`config.mk`:
```
export PLATFORM = sky130hd
export DESIGN_NAME = canonical_kmer_extractor_unit
export DESIGN_NICKNAME = d
export VERILOG_FILES = /design/src/rtl/cke_pkg.sv /design/src/rtl/cke_in_stage.sv /design/src/rtl/cke_core.sv /design/src/rtl/canonical_kmer_extractor_unit.sv
export VERILOG_INCLUDE_DIRS = /design/src /design/src/rtl
export SDC_FILE = /design/constraint.sdc
export NUM_CORES = 1
export LEC_CHECK = 0
export BUFFER_PORTS_ARGS = -buffer_cell sky130_fd_sc_hd__buf_4
export CAP_MARGIN = 20
export CELL_PAD_IN_SITES_DETAIL_PLACEMENT = 0
export CELL_PAD_IN_SITES_GLOBAL_PLACEMENT = 1
export CORE_MARGIN = 1.5
export CORE_UTILIZATION = 46
export CTS_BUF_LIST = sky130_fd_sc_hd__clkbuf_4
export CTS_CLUSTER_DIAMETER = 80
export DETAILED_ROUTE_END_ITERATION = 12
export GPL_TIMING_DRIVEN = 0
export PLACE_DENSITY_LB_ADDON = 0.3
export SYNTH_ARGS = -nofsm -noshare
export SYNTH_HDL_FRONTEND = slang
export SYNTH_SLANG_ARGS = --single-unit
```
`constraint.sdc`:
```
create_clock -name clk -period 7.44 [get_ports clk]
set_clock_uncertainty 0.1 [all_clocks]
set_input_delay 1.116 -clock clk [delete_from_list [all_inputs] [get_ports clk]]
set_output_delay 1.116 -clock clk [all_outputs]
set_load 0.05 [all_outputs]
```
`src/rtl/assert_macros.svh`:
```
// ----------------------------------------------------------------------------
// Assertion macros
// Shared concurrent assertion macros for the canonical k-mer extractor RTL.
// ----------------------------------------------------------------------------
`ifndef ASSERT_MACROS_SVH
`define ASSERT_MACROS_SVH

`ifndef SYNTH

// Property that must hold at every clock edge outside reset.
`define ASSERT_PROP(label, clk, rst_n, prop, msg) \
  label: assert property (@(posedge clk) disable iff (!rst_n) (prop)) \
    else $error(msg);

// Condition that must never be seen outside reset.
`define ASSERT_NEVER(label, clk, rst_n, expr, msg) \
  label: assert property (@(posedge clk) disable iff (!rst_n) !(expr)) \
    else $error(msg);

`else

`define ASSERT_PROP(label, clk, rst_n, prop, msg)
`define ASSERT_NEVER(label, clk, rst_n, expr, msg)

`endif

`endif

```
`src/rtl/cke_pkg.sv`:
```
`timescale 1ns / 1ps
// ----------------------------------------------------------------------------
// Canonical k-mer extractor package
// Widths, register indexes, the decoded item type and the helper functions
// shared by the extractor modules.
// ----------------------------------------------------------------------------
package cke_pkg;

  localparam int MAX_K  = 28;
  localparam int WORD_W = 2 * MAX_K;
  localparam int CNT_W  = 5;
  localparam int CHAR_W = 8;

  localparam logic [CNT_W-1:0] K_RESET = CNT_W'(15);
  localparam logic [CNT_W-1:0] K_MAX   = CNT_W'(MAX_K);

  // Configuration register indexes.
  localparam logic REG_KMER_LENGTH = 1'b0;
  localparam logic REG_HPC_ENABLE  = 1'b1;

  // Base codes.
  localparam logic [1:0] BASE_A = 2'd0;
  localparam logic [1:0] BASE_C = 2'd1;
  localparam logic [1:0] BASE_G = 2'd2;
  localparam logic [1:0] BASE_T = 2'd3;

  // One character after decoding, as held in the input register.
  typedef struct packed {
    logic       last;
    logic       amb;
    logic [1:0] code;
  } cke_item_t;

  // Maps a character byte to a base code; anything unknown is ambiguous.
  function automatic cke_item_t base_decode(input logic [CHAR_W-1:0] ch,
                                            input logic last);
    cke_item_t it;
    it.last = last;
    it.amb  = 1'b0;
    it.code = BASE_A;
    case (ch)
      8'h00, 8'h41, 8'h61:               it.code = BASE_A;
      8'h01, 8'h43, 8'h63:               it.code = BASE_C;
      8'h02, 8'h47, 8'h67:               it.code = BASE_G;
      8'h03, 8'h54, 8'h74, 8'h55, 8'h75: it.code = BASE_T;
      default:                           it.amb  = 1'b1;
    endcase
    return it;
  endfunction

  // Clamps k into the supported range 1 .. MAX_K.
  function automatic logic [CNT_W-1:0] k_clamp(input logic [CNT_W-1:0] k);
    logic [CNT_W-1:0] r;
    r = k;
    if (k == '0) r = CNT_W'(1);
    if (k > K_MAX) r = K_MAX;
    return r;
  endfunction

  // Mask of the low 2k bits of a k-mer word.
  function automatic logic [WORD_W-1:0] k_mask(input logic [CNT_W-1:0] k);
    logic [WORD_W-1:0] m;
    m = '0;
    for (int i = 0; i < MAX_K; i++) begin
      m[2*i +: 2] = (CNT_W'(i) < k) ? 2'b11 : 2'b00;
    end
    return m;
  endfunction

  // Mask of the base slot that receives the newest complement, bits 2k-1:2k-2.
  function automatic logic [WORD_W-1:0] k_top(input logic [CNT_W-1:0] k);
    logic [WORD_W-1:0] m;
    m = '0;
    for (int i = 0; i < MAX_K; i++) begin
      m[2*i +: 2] = (CNT_W'(i + 1) == k) ? 2'b11 : 2'b00;
    end
    return m;
  endfunction

endpackage

```
`src/rtl/cke_in_stage.sv`:
```
`timescale 1ns / 1ps
// ----------------------------------------------------------------------------
// Input stage
// Decodes the incoming character and holds it in the input register until
// the core takes it.
// ----------------------------------------------------------------------------
module cke_in_stage
  import cke_pkg::*;
(
  input  logic              clk,
  input  logic              rst_n,
  input  logic              in_tvalid,
  output logic              in_tready,
  input  logic [CHAR_W-1:0] in_tdata,
  input  logic              in_tlast,
  input  logic              advance,
  output logic              s1_valid,
  output cke_item_t         s1_item
);

  logic      valid_r;
  logic      valid_nxt;
  cke_item_t item_r;

  // The register can load when it is empty or being drained this cycle.
  assign in_tready = !valid_r || advance;
  assign valid_nxt = in_tready ? in_tvalid : valid_r;

  always_ff @(posedge clk) begin
    if (!rst_n) begin
      valid_r <= 1'b0;
    end else begin
      valid_r <= valid_nxt;
    end
  end

  // Payload capture on every accepted transaction.
  always_ff @(posedge clk) begin
    if (in_tvalid && in_tready) begin
      item_r <= base_decode(in_tdata, in_tlast);
    end
  end

  assign s1_valid = valid_r;
  assign s1_item  = item_r;

endmodule

```
`src/rtl/cke_core.sv`:
```
`timescale 1ns / 1ps
`include "assert_macros.svh"
// ----------------------------------------------------------------------------
// K-mer core
// Configuration registers, k-mer state update, canonical selection and the
// result register.
// ----------------------------------------------------------------------------
module cke_core
  import cke_pkg::*;
(
  input  logic              clk,
  input  logic              rst_n,
  input  logic              cfg_valid,
  input  logic              cfg_index,
  input  logic [CNT_W-1:0]  cfg_data,
  input  logic              s1_valid,
  input  cke_item_t         s1_item,
  output logic              advance,
  output logic              out_tvalid,
  input  logic              out_tready,
  output logic [WORD_W-1:0] out_kmer,
  output logic              out_rev
);

  // Configuration and derived masks.
  logic              hpc_r;
  logic [CNT_W-1:0]  k_eff_r;
  logic [WORD_W-1:0] mask_r;
  logic [WORD_W-1:0] top_r;

  // K-mer state.
  logic [WORD_W-1:0] fwd_r, fwd_nxt;
  logic [WORD_W-1:0] rev_r, rev_nxt;
  logic [CNT_W-1:0]  cnt_r, cnt_nxt;
  logic [1:0]        prev_base_r, prev_base_nxt;
  logic              prev_valid_r, prev_valid_nxt;

  // Result register.
  logic              out_valid_r, out_valid_nxt;
  logic [WORD_W-1:0] out_kmer_r;
  logic              out_rev_r;

  logic              proc;
  logic              drop;
  logic [1:0]        comp;
  logic [WORD_W-1:0] fwd_sh;
  logic [WORD_W-1:0] rev_sh;
  logic              sym;
  logic              rev_sel;
  logic [CNT_W-1:0]  cnt_inc;
  logic [CNT_W-1:0]  cnt_sat;
  logic              emit;

  // Configuration writes; k is clamped once here and the masks follow it.
  always_ff @(posedge clk) begin
    if (!rst_n) begin
      hpc_r         <= 1'b0;
      k_eff_r       <= k_clamp(K_RESET);
      mask_r        <= k_mask(k_clamp(K_RESET));
      top_r         <= k_top(k_clamp(K_RESET));
    end else if (cfg_valid) begin
      case (cfg_index)
        REG_KMER_LENGTH: begin
          k_eff_r       <= k_clamp(cfg_data);
          mask_r        <= k_mask(k_clamp(cfg_data));
          top_r         <= k_top(k_clamp(cfg_data));
        end
        REG_HPC_ENABLE: begin
          hpc_r <= cfg_data[0];
        end
        default: begin
          hpc_r <= hpc_r;
        end
      endcase
    end
  end

  // The item advances when the result register is free or being drained.
  assign advance = !out_valid_r || out_tready;
  assign proc    = s1_valid && advance;

  // Shift the new base into both words.
  assign comp   = ~s1_item.code;
  assign drop   = hpc_r && prev_valid_r && (prev_base_r == s1_item.code);
  assign fwd_sh = {fwd_r[WORD_W-3:0], s1_item.code} & mask_r;
  assign rev_sh = ((rev_r >> 2) | (top_r & {MAX_K{comp}})) & mask_r;
  assign sym     = (fwd_sh == rev_sh);
  assign rev_sel = !(fwd_sh < rev_sh);

  // Count of valid bases, saturating at k.
  assign cnt_inc = (cnt_r < k_eff_r) ? cnt_r + CNT_W'(1) : cnt_r;
  assign cnt_sat = (cnt_inc > k_eff_r) ? k_eff_r : cnt_inc;
  assign emit    = !s1_item.amb && !drop && !sym && (cnt_sat >= k_eff_r);

  // Next state of the k-mer words and counters.
  always_comb begin
    fwd_nxt        = fwd_r;
    rev_nxt        = rev_r;
    cnt_nxt        = cnt_r;
    prev_base_nxt  = prev_base_r;
    prev_valid_nxt = prev_valid_r;
    if (proc) begin
      if (s1_item.amb) begin
        cnt_nxt        = '0;
        prev_valid_nxt = 1'b0;
      end else if (!drop) begin
        fwd_nxt        = fwd_sh;
        rev_nxt        = rev_sh;
        prev_base_nxt  = s1_item.code;
        prev_valid_nxt = 1'b1;
        if (!sym) begin
          cnt_nxt = cnt_sat;
        end
      end
      if (s1_item.last) begin
        fwd_nxt        = '0;
        rev_nxt        = '0;
        cnt_nxt        = '0;
        prev_base_nxt  = BASE_A;
        prev_valid_nxt = 1'b0;
      end
    end
  end

  always_ff @(posedge clk) begin
    if (!rst_n) begin
      fwd_r        <= '0;
      rev_r        <= '0;
      cnt_r        <= '0;
      prev_base_r  <= BASE_A;
      prev_valid_r <= 1'b0;
    end else begin
      fwd_r        <= fwd_nxt;
      rev_r        <= rev_nxt;
      cnt_r        <= cnt_nxt;
      prev_base_r  <= prev_base_nxt;
      prev_valid_r <= prev_valid_nxt;
    end
  end

  // Result register.
  assign out_valid_nxt = advance ? (proc && emit) : out_valid_r;

  always_ff @(posedge clk) begin
    if (!rst_n) begin
      out_valid_r <= 1'b0;
    end else begin
      out_valid_r <= out_valid_nxt;
    end
  end

  always_ff @(posedge clk) begin
    if (proc && emit) begin
      out_kmer_r <= rev_sel ? rev_sh : fwd_sh;
      out_rev_r  <= rev_sel;
    end
  end

  assign out_tvalid = out_valid_r;
  assign out_kmer   = out_kmer_r;
  assign out_rev    = out_rev_r;

  // Checks on the core logic.
  `ASSERT_PROP(a_last_clears, clk, rst_n,
    proc && s1_item.last |=> (cnt_r == '0 && !prev_valid_r && fwd_r == '0 && rev_r == '0),
    "state not cleared after the last character of a sequence")
  `ASSERT_PROP(a_emit_at_k, clk, rst_n, proc && emit |-> cnt_sat == k_eff_r,
    "result emitted before the base count reached k")
  `ASSERT_PROP(a_ambig_resets, clk, rst_n, proc && s1_item.amb |=> cnt_r == '0,
    "ambiguous character did not reset the base count")
  `ASSERT_PROP(a_kmer_masked, clk, rst_n,
    proc && emit |=> (out_kmer_r & ~$past(mask_r)) == '0,
    "emitted k-mer has bits beyond 2k")

endmodule

```
`src/rtl/canonical_kmer_extractor_unit.sv`:
```
`timescale 1ns / 1ps
// ----------------------------------------------------------------------------
// Canonical k-mer extractor
// Streams sequence characters and emits the canonical 2-bit k-mer at each
// position once k valid bases are in the window.
// ----------------------------------------------------------------------------
// The block takes one character per clock cycle while the output side does not
// stall. An accepted character is held and decoded in the input register, then
// goes through the k-mer update, and its result is registered in the result
// register. The k-mer words and the base count are updated once per
// character, so characters follow back to back without gaps. While a
// result waits in the result register with out_tready low, the input
// register still takes one more character; after that in_tready drops until
// the result is taken. Characters that give no result (ambiguous bases,
// collapsed homopolymer bases, symmetric k-mers, bases before k) never wait
// for the output side once the result register is free. Configuration writes
// are taken in every cycle and are meant to be made while the block is idle.
module canonical_kmer_extractor_unit
  import cke_pkg::*;
(
  input  logic              clk,
  input  logic              rst_n,
  // Configuration write channel.
  input  logic              cfg_valid,
  output logic              cfg_ready,
  input  logic              cfg_index,
  input  logic [CNT_W-1:0]  cfg_data,
  // Character input.
  input  logic              in_tvalid,
  output logic              in_tready,
  input  logic [CHAR_W-1:0] in_tdata,   // [7:0] base_char
  input  logic              in_tlast,   // seq_last
  // Result output.
  output logic              out_tvalid,
  input  logic              out_tready,
  output logic [WORD_W-1:0] out_tdata,  // [55:0] canonical_kmer
  output logic              out_tuser   // [0] reverse_strand
);

  logic      advance;
  logic      s1_valid;
  cke_item_t s1_item;

  assign cfg_ready = 1'b1;

  cke_in_stage u_in_stage (
    .clk       (clk),
    .rst_n     (rst_n),
    .in_tvalid (in_tvalid),
    .in_tready (in_tready),
    .in_tdata  (in_tdata),
    .in_tlast  (in_tlast),
    .advance   (advance),
    .s1_valid  (s1_valid),
    .s1_item   (s1_item)
  );

  cke_core u_core (
    .clk        (clk),
    .rst_n      (rst_n),
    .cfg_valid  (cfg_valid),
    .cfg_index  (cfg_index),
    .cfg_data   (cfg_data),
    .s1_valid   (s1_valid),
    .s1_item    (s1_item),
    .advance    (advance),
    .out_tvalid (out_tvalid),
    .out_tready (out_tready),
    .out_kmer   (out_tdata),
    .out_rev    (out_tuser)
  );

endmodule
```
# == Word level (Yosys, flattened, before mapping) ==
# Cells that the tools add are included.
# classes
addsub,1
n_lt_le_gt_ge,33
n_eq_ne,47
muxes,82
n_bitwise,6
reduce_logical,27
# ops
cell,n
$mux W56,4
$and A56 B56 Y56,3
$mux W54,3
$mux W2,59
$eq A8 B7 Y1 const B,10
$eq A5 B5 Y1 const A,13
$lt A5 B5 Y1 const A,12
$eq A56 B56 Y1,1
$lt A56 B56 Y1,1
$or A54 B56 Y56,1
$mux W5,11
$eq A4 B5 Y1 const A,8
$lt A4 B5 Y1 const A,8
$eq A3 B5 Y1 const A,4
$lt A3 B5 Y1 const A,4
$eq A8 B2 Y1 const B,2
$reduce_or A14 Y1,1
$eq A2 B5 Y1 const A,2
$lt A1 B5 Y1 const A,2
$lt A2 B5 Y1 const A,2
$eq A8 B1 Y1 const B,1
$logic_and A1 B1 Y1,8
$logic_not A8 Y1,1
$logic_not A1 Y1,6
other kinds (20),29
# word_totals
reg_bits,299
in_bits,20
output_inout_bits,60

# == Logic depth before layout (Yosys ltp) ==
# Gate-level depths: netlist of the first run.
# depth
ltp_word,9
mapped_depth,22

# == Modules after synthesis ==
# A second synthesis of the first run with hierarchy kept.
# hier_totals
hier_cells,1311
area_unflattened_um2,11981.5
# modules_own_cells
module,n_inst,cells_each,area_each_um2,seq_area_each_um2
cke_core,1,1285,11717.5,5275.1
cke_in_stage,1,24,252.7,140.1
canonical_kmer_extractor_unit,1,2,11.3,0.0

# == Worst setup path before layout of the first run ==
# No wires, ideal clock.
# synth_timing
path_type,flip-flop to flip-flop
from,register u_core.k_eff_r[2]
to,register u_core.out_kmer_r[0] (netlist: u_core.out_kmer[0]) (enable)
setup_ps,422
arrival_ps,4655
t_required_ps,6918
setup_slack_ps,2263
stages_incl_launch_ff,20
n_path_buf,1
synth_period_minus_slack_ps,5177
path_cell_list,dfxtp_1 inv_1 ha_1 a21o_1 a31oi_1 o21ai_1 or3_1 xnor2_1 ha_1 nand2_1 o22ai_1 a21oi_1 clkbuf_1 a21oi_1 ha_1 a21oi_1 nor2b_1 o211ai_1 a21oi_1 and3_1
# synth_between
elab_chain_cells,7
# synth_lines
item,line_no,text
"start, declared",cke_core.sv:27,logic [CNT_W-1:0] k_eff_r;
"start signal, assigned",cke_core.sv:58,k_eff_r <= k_clamp(K_RESET);
"start signal, assigned",cke_core.sv:64,k_eff_r <= k_clamp(cfg_data);
$lt A5 B5 Y1,cke_core.sv:91,assign cnt_inc = (cnt_r < k_eff_r) ? cnt_r + CNT_W'(1) : cnt_r;
$mux W5,cke_core.sv:91,
$gt A5 B5 Y1,cke_core.sv:92,assign cnt_sat = (cnt_inc > k_eff_r) ? k_eff_r : cnt_inc;
$mux W5,cke_core.sv:92,
$ge A5 B5 Y1 (*),cke_core.sv:93,assign emit = !s1_item.amb && !drop && !sym && (cnt_sat >= k_eff_r);
$logic_and A1 B1 Y1 (*),cke_core.sv:93,
$logic_and A1 B1 Y1 (*),cke_core.sv:153,if (proc && emit) begin
"end signal, assigned",cke_core.sv:154,out_kmer_r <= rev_sel ? rev_sh : fwd_sh;
"end, declared",cke_core.sv:40,logic [WORD_W-1:0] out_kmer_r;
# Every way passes the cells marked *; elsewhere a longest branch is shown, timed or not.
# A chain may end at the register's enable or synchronous reset.

# == Final worst setup path of the first run ==
# layout_timing
from,register u_core.mask_r[31]
to,register u_core.out_kmer_r[42] (netlist: u_core.out_kmer[42]) (enable)
# layout_between
elab_chain_cells,6
elab_cells_between_ends,7
classes_between,1 x eq/ne; 2 x bitwise; 4 x reduce/logical
# layout_lines
item,line_no,text
"start, declared",cke_core.sv:28,logic [WORD_W-1:0] mask_r;
"start signal, assigned",cke_core.sv:59,mask_r <= k_mask(k_clamp(K_RESET));
"start signal, assigned",cke_core.sv:65,mask_r <= k_mask(k_clamp(cfg_data));
$and A56 B56 Y56 (on tied branches),"cke_core.sv:85, cke_core.sv:86",
$eq A56 B56 Y1 (*),cke_core.sv:87,assign sym = (fwd_sh == rev_sh);
$logic_not A1 Y1 (*),cke_core.sv:93,
$logic_and A1 B1 Y1 (*) (2 in series),cke_core.sv:93,
$logic_and A1 B1 Y1 (*),cke_core.sv:153,
# Marked as above.

==> summary.md, run 1 <==
| Metric | Value |
|---|---|
| Clock slew at reported path FFs | `0.06 ns` |
| Seq/Total Area, Yosys | `45.0%` |
| Post-synth EDFFs | `61` |
| Share of cells above drive strength 1 | `14.3%` |
| Die ar. | `0.0271 sq mm` |
| VDD IR-drop max | `0.0000993 V` |
| Worst R2R Setup Slack | `2.22 ns` |
| Max Freq | `192 MHz` |
| Period utilization | `70.1%` |
| First-pass GRT wire length | `51200 um` |
| Hold Crit Class | `flop to flop` |
| Slew @ Worst Pin | `0.949 ns` |
| P_leak | `5.64 nW` |
| WL/cell | `17.5 um` |
| Max transition margin | `36.7%` |
| RSZ-0062 raised after global routing | `no` |
| Status | `complete, no violations` |
| Largest area contributor in the netlist | `dfxtp_1` |
| GRT Overall Usage | `24.3%` |
| Hold depth | `2` |
| Resized cells post-CTS | `0` |
| Final TNS setup | `0 ns` |
| R2r endpoint | `u_core.out_kmer[42]` |
| Core area | `0.0258 sq mm` |
| Largest net degree at the start of global routing | `59` |
| Grt ovf | `0` |
| Number of routed nets with antenna violations | `0` |
| Synthesized flop and latch total | `240` |
| Die Ht | `165 um` |
| FP Rows | `59` |
| CP Max Fanout | `58` |
| CP Data Arrival Time | `5.39 ns` |
| Async set or reset register ratio after synthesis | `0%` |
| Reg2reg start | `u_core.mask_r[31]` |
| Reg2reg path depth | `19` |
| Synth warn | `0` |
| DR DRC count | `0` |
| Clk Latency, worst-skew pair | `0.69 ns` |
| PD cells | `208 mW/mm^2` |
| Critical Path Sink | `u_core.out_kmer[42]` |
| Final worst path period need | `5.22 ns` |
| Final WL | `32500 um` |
| Gpl congestion | `0.941` |
| I/O Pins | `80` |
| Synth top area share | `29.8%` |
| Hold_ws | `0.376 ns` |
| Die width | `165 um` |
| Antenna violations before repair | `1` |
| Mapped Nets | `1417` |
| Cell Area, Synth | `0.0120 sq mm` |
| Syn_area_per_cell | `9.08 sq um` |
| Final hold viol count | `0` |
| CP Data Required Time | `7.61 ns` |
| Num CTS Buffers | `68` |
| Synth top area cells | `dfxtp_1, edfxtp_1, nor2b_1` |
| Post-synth cell types | `58` |
| Fill cells | `2505` |
| H-Tree Level Count | `3` |
| Non-Filler Instances | `1863` |
| Cts hold-fix bufs | `0` |
| Area Growth Syn to Fin | `16.5%` |
| Max_cap viols | `0` |
| Startpoint types | `flop` |
| Clock Root Buffer | `clkbuf_4` |
| WS Path Type | `flop to flop` |
| Setup crit start | `u_core.mask_r[31]` |
| Vias in the first global route | `9604` |
| Most frequent cells after synthesis | `dfxtp_1, nand2_1, nor2b_1` |
| Drt pass-1 iters | `5` |
| Most common cell in the netlist | `dfxtp_1` |
| 1st-iter DRT viols | `652` |
| CP Capture Type | `flop` |
| CTS tree | `done` |
| Cells after DPL | `1737` |
| Cells after synthesis | `1326` |
| # port buffers | `75` |
| Slew Limit Fails | `0` |
| Post-CTS Setup Inserts | `0` |
| Largest buffer count on any clock path | `3` |
| Initial Utilization | `46.6%` |
| Hpwl dp | `23200 um` |
| Via count | `10100` |
| Via density | `5.42` |
| Commonest register cell after synthesis | `dfxtp_1` |
| TritonCTS Sinks | `240` |
| # nets final | `1563` |
| Finish-stage setup viols | `0` |
==> worst min-delay path by stage <==
| stage | start | end | slack (ns) |
|---|---|---|---|
| final | u_core.top_r[53] | u_core.top_r[53] | 0.38 |
| after global routing | u_core.top_r[1] | u_core.top_r[1] | 0.40 |
| after CTS | u_core.top_r[53] | u_core.top_r[53] | 0.38 |
| after detailed placement | u_core.top_r[53] | u_core.top_r[53] | 0.37 |
| after global placement | u_core.hpc_r | u_core.hpc_r | 0.36 |
| after floorplan | u_core.hpc_r | u_core.hpc_r | 0.34 |
==> stage by stage <==
stage | setup slack [ns] | power (W) | area [sq um] | utilization, %
floorplan | 2.26 | 0.00150 | 12000 | -
global placement | 0.897 | 0.00157 | 13000 | 50.4
detailed placement | 2.26 | 0.00157 | 13000 | 50.4
CTS | 2.25 | 0.00296 | 14000 | 54.2
global route | 1.81 | 0.00305 | 14000 | 54.3
finish | 2.22 | 0.00292 | 14000 | 54.3
==> routing by layer <==
metal / vias up / global-route usage (%) / routed length (um)
met1: 4751 / 33.3 / 15000
met2: 320 / 38.1 / 14700
met3: 62 / 5.30 / 2110
li1: 4968 / - / -
met4: 0 / 8.07 / 708
met5: - / 0 / 0
==> critical path, cell delays in order (launching register included) <==
cell and delay [ns]:
dfxtp_1 0.49, inv_1 0.16, ha_1 0.32, a21oi_1 0.14, o21ai_1 0.21, or2_2 0.39
xnor2_1 0.29, ha_1 0.31, nand3_1 0.09, o22ai_1 0.08, a21oi_1 0.17, clkbuf_1 0.37
nor2_1 0.10, a21oi_1 0.21, ha_1 0.19, a21oi_1 0.04, nor2b_1 0.11, o211ai_1 0.09
a21oi_1 0.13, and3_4 0.81
==> kinds of logic (layout without fill, tap and decap cells) <==
logic type	count (synthesis)	count (layout)	synth area share [%]
simple gates	488	488	21.2
compound gates	319	319	16.1
flops	240	240	45.0
buf+inv	142	343	4.92
fa+ha+maj	71	71	7.38
mux	59	59	4.94
xor+xnor	6	6	0.437
other cells	1	2	0.0312
==> report_power, final <==
part	internal (W)	switching (W)
Combinational	0.0000660	0.000121
Sequential	0.00134	0.0000153
Clock	0.000802	0.000575
==> sequential cells by signal (all words and copies together), names as in the netlist, 2 cells and up <==
| register | cells |
|---|---|
| u_core.rev_r | 54 |
| u_core.out_kmer | 56 |
| u_core.mask_r | 28 |
| u_core.fwd_r | 54 |
| u_core.prev_base_r | 2 |
| u_core.cnt_r | 5 |
| u_core.k_eff_r | 4 |
| u_in_stage.s1_item | 4 |
| u_core.top_r | 28 |
==> cells in the final DEF, fill, tap and decap left out, types with 4 or more instances in the layout <==
master       n
a31oi_1      5
a21oi_1     51
o211ai_1     9
clkbuf_4   102
dfxtp_1    179
xor2_1       4
nand2b_1     7
buf_4       78
edfxtp_1    61
nor4_1       4
o21ai_1      4
buf_6        4
o21ai_0    133
a211oi_1     5
o22ai_1      4
nor2_1      28
nand2_1    173
clkbuf_1    54
nor3_1      14
inv_1       64
nand3_1     20
mux2i_1     56
ha_1        71
buf_2       15
clkinv_1    15
a22oi_1     67
nand3b_1     4
a21o_1       7
bufinv_16    5
a21boi_0    16
nor2b_1    144
nand4_1     11
and2_1      60
==> area by class of cell <==
cell class	instances	area (sq um)	share of cell area (%)
plain buffers	78	352	2.51
diodes	1	2.50	0.0179
well taps	335	419	2.99
inverters	64	240	1.71
flip-flops and latches	240	5420	38.6
repair buffers	76	568	4.05
clock buffers	102	766	5.46
multi-input cells	944	6030	43.0
clock inverters	23	223	1.59
(Power assumes the default switching activity.)
==> inputs of run 2 (changes only) <==
clock period = 4.9 ns   (was 7.44 ns; I/O delays follow)
==> run 2 against run 1 <==
  * Non-clock buffer count grew 3
  * Worst setup slack lost 1.9 ns
  * Die area is the same
  * First-iteration DRC count shrank 14%
  * Register-to-register slack lost 1.9 ns
  * Utilization is essentially flat
  * Final cell count is the same
  * Clock-buffer cell count grew 7
  * Maximum frequency grew 14%
==> summary.md, run 2 (synthesis results as in run 1) <==
| Metric | Value |
|---|---|
| Die Ht | `165 um (unchanged)` |
| Hold Crit Class | `input port to flop` |
| Slew @ Worst Pin | `0.899 ns (-0.0499 ns)` |
| Gpl congestion | `0.965 (+2.5%)` |
| I/O Pins | `80 (unchanged)` |
| Final Util | `54.2% (about the same)` |
| WL/cell | `17.2 um (-1.7%)` |
| Status | `complete, no violations` |
| FP Rows | `59 (unchanged)` |
| H-Tree Level Count | `3 (unchanged)` |
| # port buffers | `75 (unchanged)` |
| Hold_sp | `in_tlast` |
| Cts hold-fix bufs | `0 (unchanged)` |
| Grt ovf | `0 (unchanged)` |
| Largest net degree at the start of global routing | `31 (-47%)` |
| Non-Filler Instances | `1863 (unchanged)` |
| Most common cell on crit path | `ha_1` |
| RSZ-0062 raised after global routing | `no` |
| P_leak | `5.67 nW (+0.38%)` |
| Commonest non-fill, non-tap cells in the layout | `dfxtp_1, nand2_1, nor2b_1, o21ai_0, clkbuf_4` |
| TritonCTS Sinks | `240 (unchanged)` |
| Hold_ws | `0.160 ns (-0.216 ns)` |
| Critical path cell sequence | `inv_1 > ha_1 > a21o_1 > a31oi_1 > o21ai_2 > or3_1 > xnor2_2 > ha_1 > nand2_1 > o22ai_1 > a21oi_2 > buf_4 > nor2_1 > a21oi_1 > ha_1 > a21oi_1 > nor2b_1 > o211ai_1 > a21oi_2 > buf_4 > and3_2` |
| Max_cap viols | `0 (unchanged)` |
| Largest buffer count on any clock path | `3 (unchanged)` |
| Cells after DPL | `1738 (+0.058%)` |
| CP Data Arrival Time | `4.87 ns (-0.52 ns)` |
| CP Capture Type | `flop` |
| WS Path Type | `flop to flop` |
| Clock Root Buffer | `clkbuf_4` |
| Clock slew at reported path FFs | `0.07 ns (about the same)` |
| Share of cells above drive strength 1 | `15.3% (+0.98 points)` |
| Via count | `10100 (-0.48%)` |
| Slew Limit Fails | `0 (unchanged)` |
| Critical Path Max Stage Delay | `0.43 ns (-0.38 ns)` |
| Final WL | `32000 um (-1.7%)` |
| First-pass GRT wire length | `50300 um (-1.8%)` |
| Core area | `0.0258 sq mm (unchanged)` |
| PD cells | `303 mW/mm^2 (+45%)` |
| Setup crit start | `u_core.k_eff_r[2]` |
| Period utilization | `93.3% (+23 points)` |
| Num CTS Buffers | `68 (unchanged)` |
| Final TNS setup | `0 ns (unchanged)` |
| Max transition margin | `40.0% (+3.3 points)` |
| Clk Latency, worst-skew pair | `0.69 ns (about the same)` |
| Reg2reg start | `u_core.k_eff_r[2]` |
| Commonest non-fill, non-tap cell in the layout | `dfxtp_1` |
| CP Data Required Time | `5.20 ns (-2.41 ns)` |
| # nets final | `1568 (+0.32%)` |
| Vias in the first global route | `9598 (-0.062%)` |
| Die width | `165 um (unchanged)` |
| Area Growth Syn to Fin | `16.4% (about the same)` |
| VDD IR-drop max | `0.000145 V (+46%)` |
| Hpwl dp | `22700 um (-2.4%)` |
| DR DRC count | `0 (unchanged)` |
| CP max-delay cell | `or3_1` |
| Final worst path period need | `4.57 ns (-0.643 ns)` |
| Drt pass-1 iters | `5 (unchanged)` |
| Max Freq | `219 MHz (+14%)` |
| Final hold viol count | `0 (unchanged)` |
| GRT Overall Usage | `24.0% (-0.39 points)` |
| CTS tree | `done` |
| Antenna violations before repair | `3 (+2)` |
| Initial Utilization | `46.6% (unchanged)` |
| Startpoint types | `flop` |
| CP Max Fanout | `10 (-83%)` |
| Finish-stage setup viols | `0 (unchanged)` |
| Largest register FFs | `56 (unchanged)` |
| Number of routed nets with antenna violations | `0 (unchanged)` |
| Die ar. | `0.0271 sq mm (unchanged)` |
| 1st-iter DRT viols | `563 (-14%)` |
| Via density | `5.40 (-0.48%)` |
-- run 2: through the flow --
| step | area (sq um) | total power, W | setup slack [ns] |
|---|---|---|---|
| 5_1_grt | 14000 | 0.00443 | 0.0301 |
| 6_report | 14000 | 0.00424 | 0.326 |
| 3_3_place_gp | 13000 | 0.00238 | -0.617 |
| 3_5_place_dp | 13000 | 0.00239 | -0.387 |
| 4_1_cts | 14000 | 0.00429 | 0.0148 |
| 2_1_floorplan | 12000 | 0.00228 | 0.355 |
-- run 2: final cells by class --
type,count,area (sq um)
Sequential cell,240,5420
Antenna cell,1,2.50
Inverter,64,240
Clock inverter,11,68.8
Tap cell,335,419
Fill cell,2452,11800
Multi-Input combinational cell,946,6080
Timing Repair Buffer,79,616
Clock buffer,109,818
Buffer,78,355
-- run 2: what timing repair did --
| item | in CTS | in global routing |
|---|---|---|
| setup buffers | 1 | 1 |
| resized for setup | 4 | 9 |
| gates cloned | 1 | 1 |
| hold endpoints to repair | 0 | 0 |
| pin swaps | 1 | 1 |
| setup endpoints to repair | 58 | 58 |
-- run 2: routing by layer --
layer,track usage (%),share of wire [%],routed length [um]
met5,0,0.031,10
met4,9.99,2.6,816
met3,5.20,5.9,1900
met2,38.2,46,14500
met1,31.4,46,14700
-- run 2: report_power, final --
group | internal (W) | switching (W)
Combinational | 0.000100 | 0.000185
Sequential | 0.00204 | 0.0000225
Clock | 0.00105 | 0.000842
-- run 2: final timing paths --
path	to	slack, ns	cells after the start
max reg2reg	u_core.out_kmer[1]	0.33	21
min reg2reg	u_core.top_r[53]	0.38	2
max	u_core.out_kmer[1]	0.33	21
min	u_in_stage.s1_item[3]	0.16	1
-- run 2: critical path, delay by kind of cell (launching register included) --
kind,cells,cell delay [ns]
fa+ha+maj,3,0.87
flops,1,0.38
simple gates,5,0.93
compound gates,9,1.38
buf+inv,3,0.48
xor+xnor,1,0.17
==> inputs of run 3 (changes only) <==
SYNTH_HIERARCHICAL = 1   (was unset)
==> run 3 against run 2 <==
  * Synthesized cell count decreased by 1.1%
  * Clock power decreased by 6%
  * Routed wire length increased by 1.7%
  * Worst setup slack got worse by 0.0074 ns
  * Utilization increased by 0.45 points
  * Highest routed layer is now met4
  * Final cell count decreased by 0.91%
  * Largest cell class unchanged
  * Maximum frequency decreased by 0.16%
  * Critical endpoint is now u_core/out_kmer[23]
==> summary.md, run 3 <==
| Metric | Value |
|---|---|
| Async set or reset register ratio after synthesis | `0% (unchanged)` |
| TritonCTS Sinks | `240 (unchanged)` |
| Largest area contributor in the netlist | `dfxtp_1` |
| Cells after DPL | `1717 (-1.2%)` |
| Clock Root Buffer | `clkbuf_4` |
| First-pass GRT wire length | `51500 um (+2.4%)` |
| Cells after synthesis | `1311 (-1.1%)` |
| Worst path bufs/invs | `3 (unchanged)` |
| Most common cell in the netlist | `nor2b_1` |
| Share of cells above drive strength 1 | `14.0% (-1.3 points)` |
| Final worst path period need | `4.58 ns (+0.00737 ns)` |
| Synth top area share | `29.9% (+0.13 points)` |
| Slew Limit Fails | `0 (unchanged)` |
| Grt ovf | `0 (unchanged)` |
| Commonest non-fill, non-tap cell in the layout | `nor2b_1` |
| Cell Area, Synth | `0.0120 sq mm (-0.45%)` |
| CP Data Arrival Time | `4.79 ns (-0.08 ns)` |
| Clock slew at reported path FFs | `0.06 ns (about the same)` |
| Finish-stage setup viols | `0 (unchanged)` |
| Final WL | `32500 um (+1.7%)` |
| Clk Latency, worst-skew pair | `0.65 ns (-0.04 ns)` |
| Reg2reg start | `u_core/k_eff_r[2]` |
| FP Rows | `58 (-1.7%)` |
| Number of routed nets with antenna violations | `0 (unchanged)` |
| Hold Crit Class | `input port to flop` |
| RSZ-0062 raised after global routing | `no` |
| Via count | `9980 (-0.73%)` |
| Max transition margin | `30.3% (-9.8 points)` |
| Largest net degree at the start of global routing | `33 (+6.5%)` |
| VDD IR-drop max | `0.000190 V (+31%)` |
| CP max-delay cell | `dfxtp_1` |
| Dpl cell area | `0.0130 sq mm (-0.45%)` |
| Hpwl dp | `23000 um (+1.4%)` |
| Commonest non-fill, non-tap cells in the layout | `nor2b_1, dfxtp_1, nand2_1, clkbuf_4, a21oi_1` |
| Core area | `0.0254 sq mm (-1.7%)` |
| H-Tree Level Count | `3 (unchanged)` |
| Critical path cell sequence | `inv_1 > ha_1 > a21o_1 > a31oi_1 > o21ai_2 > nor2_1 > xor2_1 > ha_1 > a211oi_1 > a21oi_2 > inv_1 > mux2_2 > ha_1 > a21oi_1 > o21ai_2 > and4b_4 > buf_4` |
| PD cells | `298 mW/mm^2 (-1.5%)` |
| Synth warn | `6 (+6)` |
| Num CTS Buffers | `69 (+1.5%)` |
| Max_cap viols | `0 (unchanged)` |
| Met2 Use GR | `40.0% (+1.8 points)` |
| P_leak | `5.77 nW (+1.8%)` |
| WL/cell | `17.6 um (+2.6%)` |
| Most frequent cells after synthesis | `nor2b_1, dfxtp_1, nand2_1` |
| Critical Path Max Stage Delay | `0.38 ns (-0.05 ns)` |
| Synthesized flop and latch total | `240 (unchanged)` |
| CP Data Required Time | `5.10 ns (-0.10 ns)` |
| Syn_area_per_cell | `9.14 sq um (+0.69%)` |
| Final hold viol count | `0 (unchanged)` |
| Area Growth Syn to Fin | `15.9%` |
| Post-synth cell types | `55 (-5.2%)` |
| Non-Filler Instances | `1846 (-0.91%)` |
| Die Ht | `164 um (-0.22%)` |
| Via density | `5.41 (+0.19%)` |
| Slew @ Worst Pin | `1.04 ns (+0.138 ns)` |
| CP Capture Type | `flop` |
| Post-synth EDFFs | `61 (unchanged)` |
| Met3 Use GR | `4.19% (-1.0 points)` |
| Fin area | `0.0139 sq mm (-0.87%)` |
| Die width | `164 um (-0.22%)` |
| Mapped Nets | `1402 (-1.1%)` |
| CP Max Fanout | `13 (+3)` |
| Drt pass-1 iters | `7 (+2)` |
| WS Path Type | `flop to flop` |
| # port buffers | `75 (unchanged)` |
| Most Crowded Layer GR | `met2` |
| Delay-heaviest family, CP | `compound AO/OA/AOI/OAI gates` |
| Startpoint types | `flop` |
| Seq/Total Area, Yosys | `45.2% (+0.20 points)` |
| 1st-iter DRT viols | `634 (+13%)` |
| DR DRC count | `0 (unchanged)` |
| Largest register FFs | `56 (unchanged)` |
| # nets final | `1554 (-0.89%)` |
| Gpl congestion | `0.933 (-3.3%)` |
| Commonest register cell after synthesis | `dfxtp_1` |
| Antenna violations before repair | `1 (-2)` |
| Period utilization | `93.5% (+0.15 points)` |
| Hold_sp | `in_tlast` |
| Vias in the first global route | `9910 (+3.3%)` |
| Max Freq | `218 MHz (-0.16%)` |
| Die ar. | `0.0270 sq mm (-0.44%)` |
| I/O Pins | `80 (unchanged)` |
| GRT Overall Usage | `24.6% (+0.66 points)` |
| Met1 GRT Util | `32.6% (+1.2 points)` |
| Most common cell on crit path | `ha_1` |
| Synth top area cells | `dfxtp_1, edfxtp_1, nor2b_1` |
| CTS tree | `done` |
| Initial Utilization | `47.2% (+0.59 points)` |
| Largest buffer count on any clock path | `3 (unchanged)` |
| Setup crit start | `u_core/k_eff_r[2]` |
| Status | `complete, no violations` |
==> run 3: cell type report <==
type                    instances  area, sq um
repair buffers                 80          611
multi-input cells             929         6000
fillers                      2415        11500
flip-flops and latches        240         5420
diodes                          5         12.5
clock inverters                16         62.6
well taps                     330          413
inverters                      69          259
clock buffers                 103          773
plain buffers                  74          349
==> run 3: logic make-up (layout without fill, tap and decap cells) <==
group	after synthesis	in the layout	synth area share, %
multiplexers	59	59	4.96
other	1	6	0.0313
XOR/XNOR	6	6	0.439
buffers and inverters	143	342	5.08
AO/OA/AOI/OAI	315	315	16.1
adder cells (fa/ha/maj)	71	71	7.41
flip-flops	240	240	45.2
AND/OR/NAND/NOR	476	477	20.8
==> run 3: worst register-to-register path, delay by kind of cell (launching register included) <==
kind	cells	cell delay (ns)
muxes	1	0.38
and+or+nand+nor	2	0.46
adders and majority gates	3	0.90
buffers and inverters	3	0.55
AOI/OAI and AO/OA	7	1.27
xor gates and xnor gates	1	0.23
DFF	1	0.38
==> run 3: worst paths after layout <==
path                                         endpoint  slack [ns]  cells past startpoint
worst max-delay path              u_core/out_kmer[23]        0.32                     17
worst min-delay path            u_in_stage/s1_item[3]        0.18                      1
worst max register to register    u_core/out_kmer[23]        0.32                     17
worst min register to register       u_core/top_r[31]        0.39                      2
==> run 3: timing repair <==
item / in CTS / in global routing
setup endpoints to repair: 58 / 58
hold buffers: 0 / 0
cloned: 1 / 0
buffers inserted: 1 / 2
gates resized for setup: 5 / 3
pin swaps: 1 / 1
==> run 3: report_power, final <==
| group | switching [W] | internal [W] | leakage, nW |
|---|---|---|---|
| registers | 0.0000221 | 0.00204 | 2.13 |
| logic | 0.000185 | 0.000106 | 3.13 |
| clock network | 0.000834 | 0.000957 | 0.506 |
| total | 0.00104 | 0.00310 | 5.77 |
==> run 3: through the flow <==
stage	total power, W	TNS [ns]	hold slack (ns)	util [%]	setup WS (ns)
detailed placement	0.00239	-24.18	0.368	51.1	-0.533
global placement	0.00239	-46.87	0.364	51.0	-0.818
global route	0.00432	0	0.144	54.7	0.0520
finish	0.00414	0	0.183	54.7	0.319
CTS	0.00420	0	0.130	54.5	0.0754
floorplan	0.00229	0	0.344	-	0.256
==> run 3: routing by layer <==
layer  wire (um)  vias to the layer above
li1            -                     4910
met1       15200                     4750
met2       14900                      255
met3        1520                       65
met4         879                        0
met5           0                        -
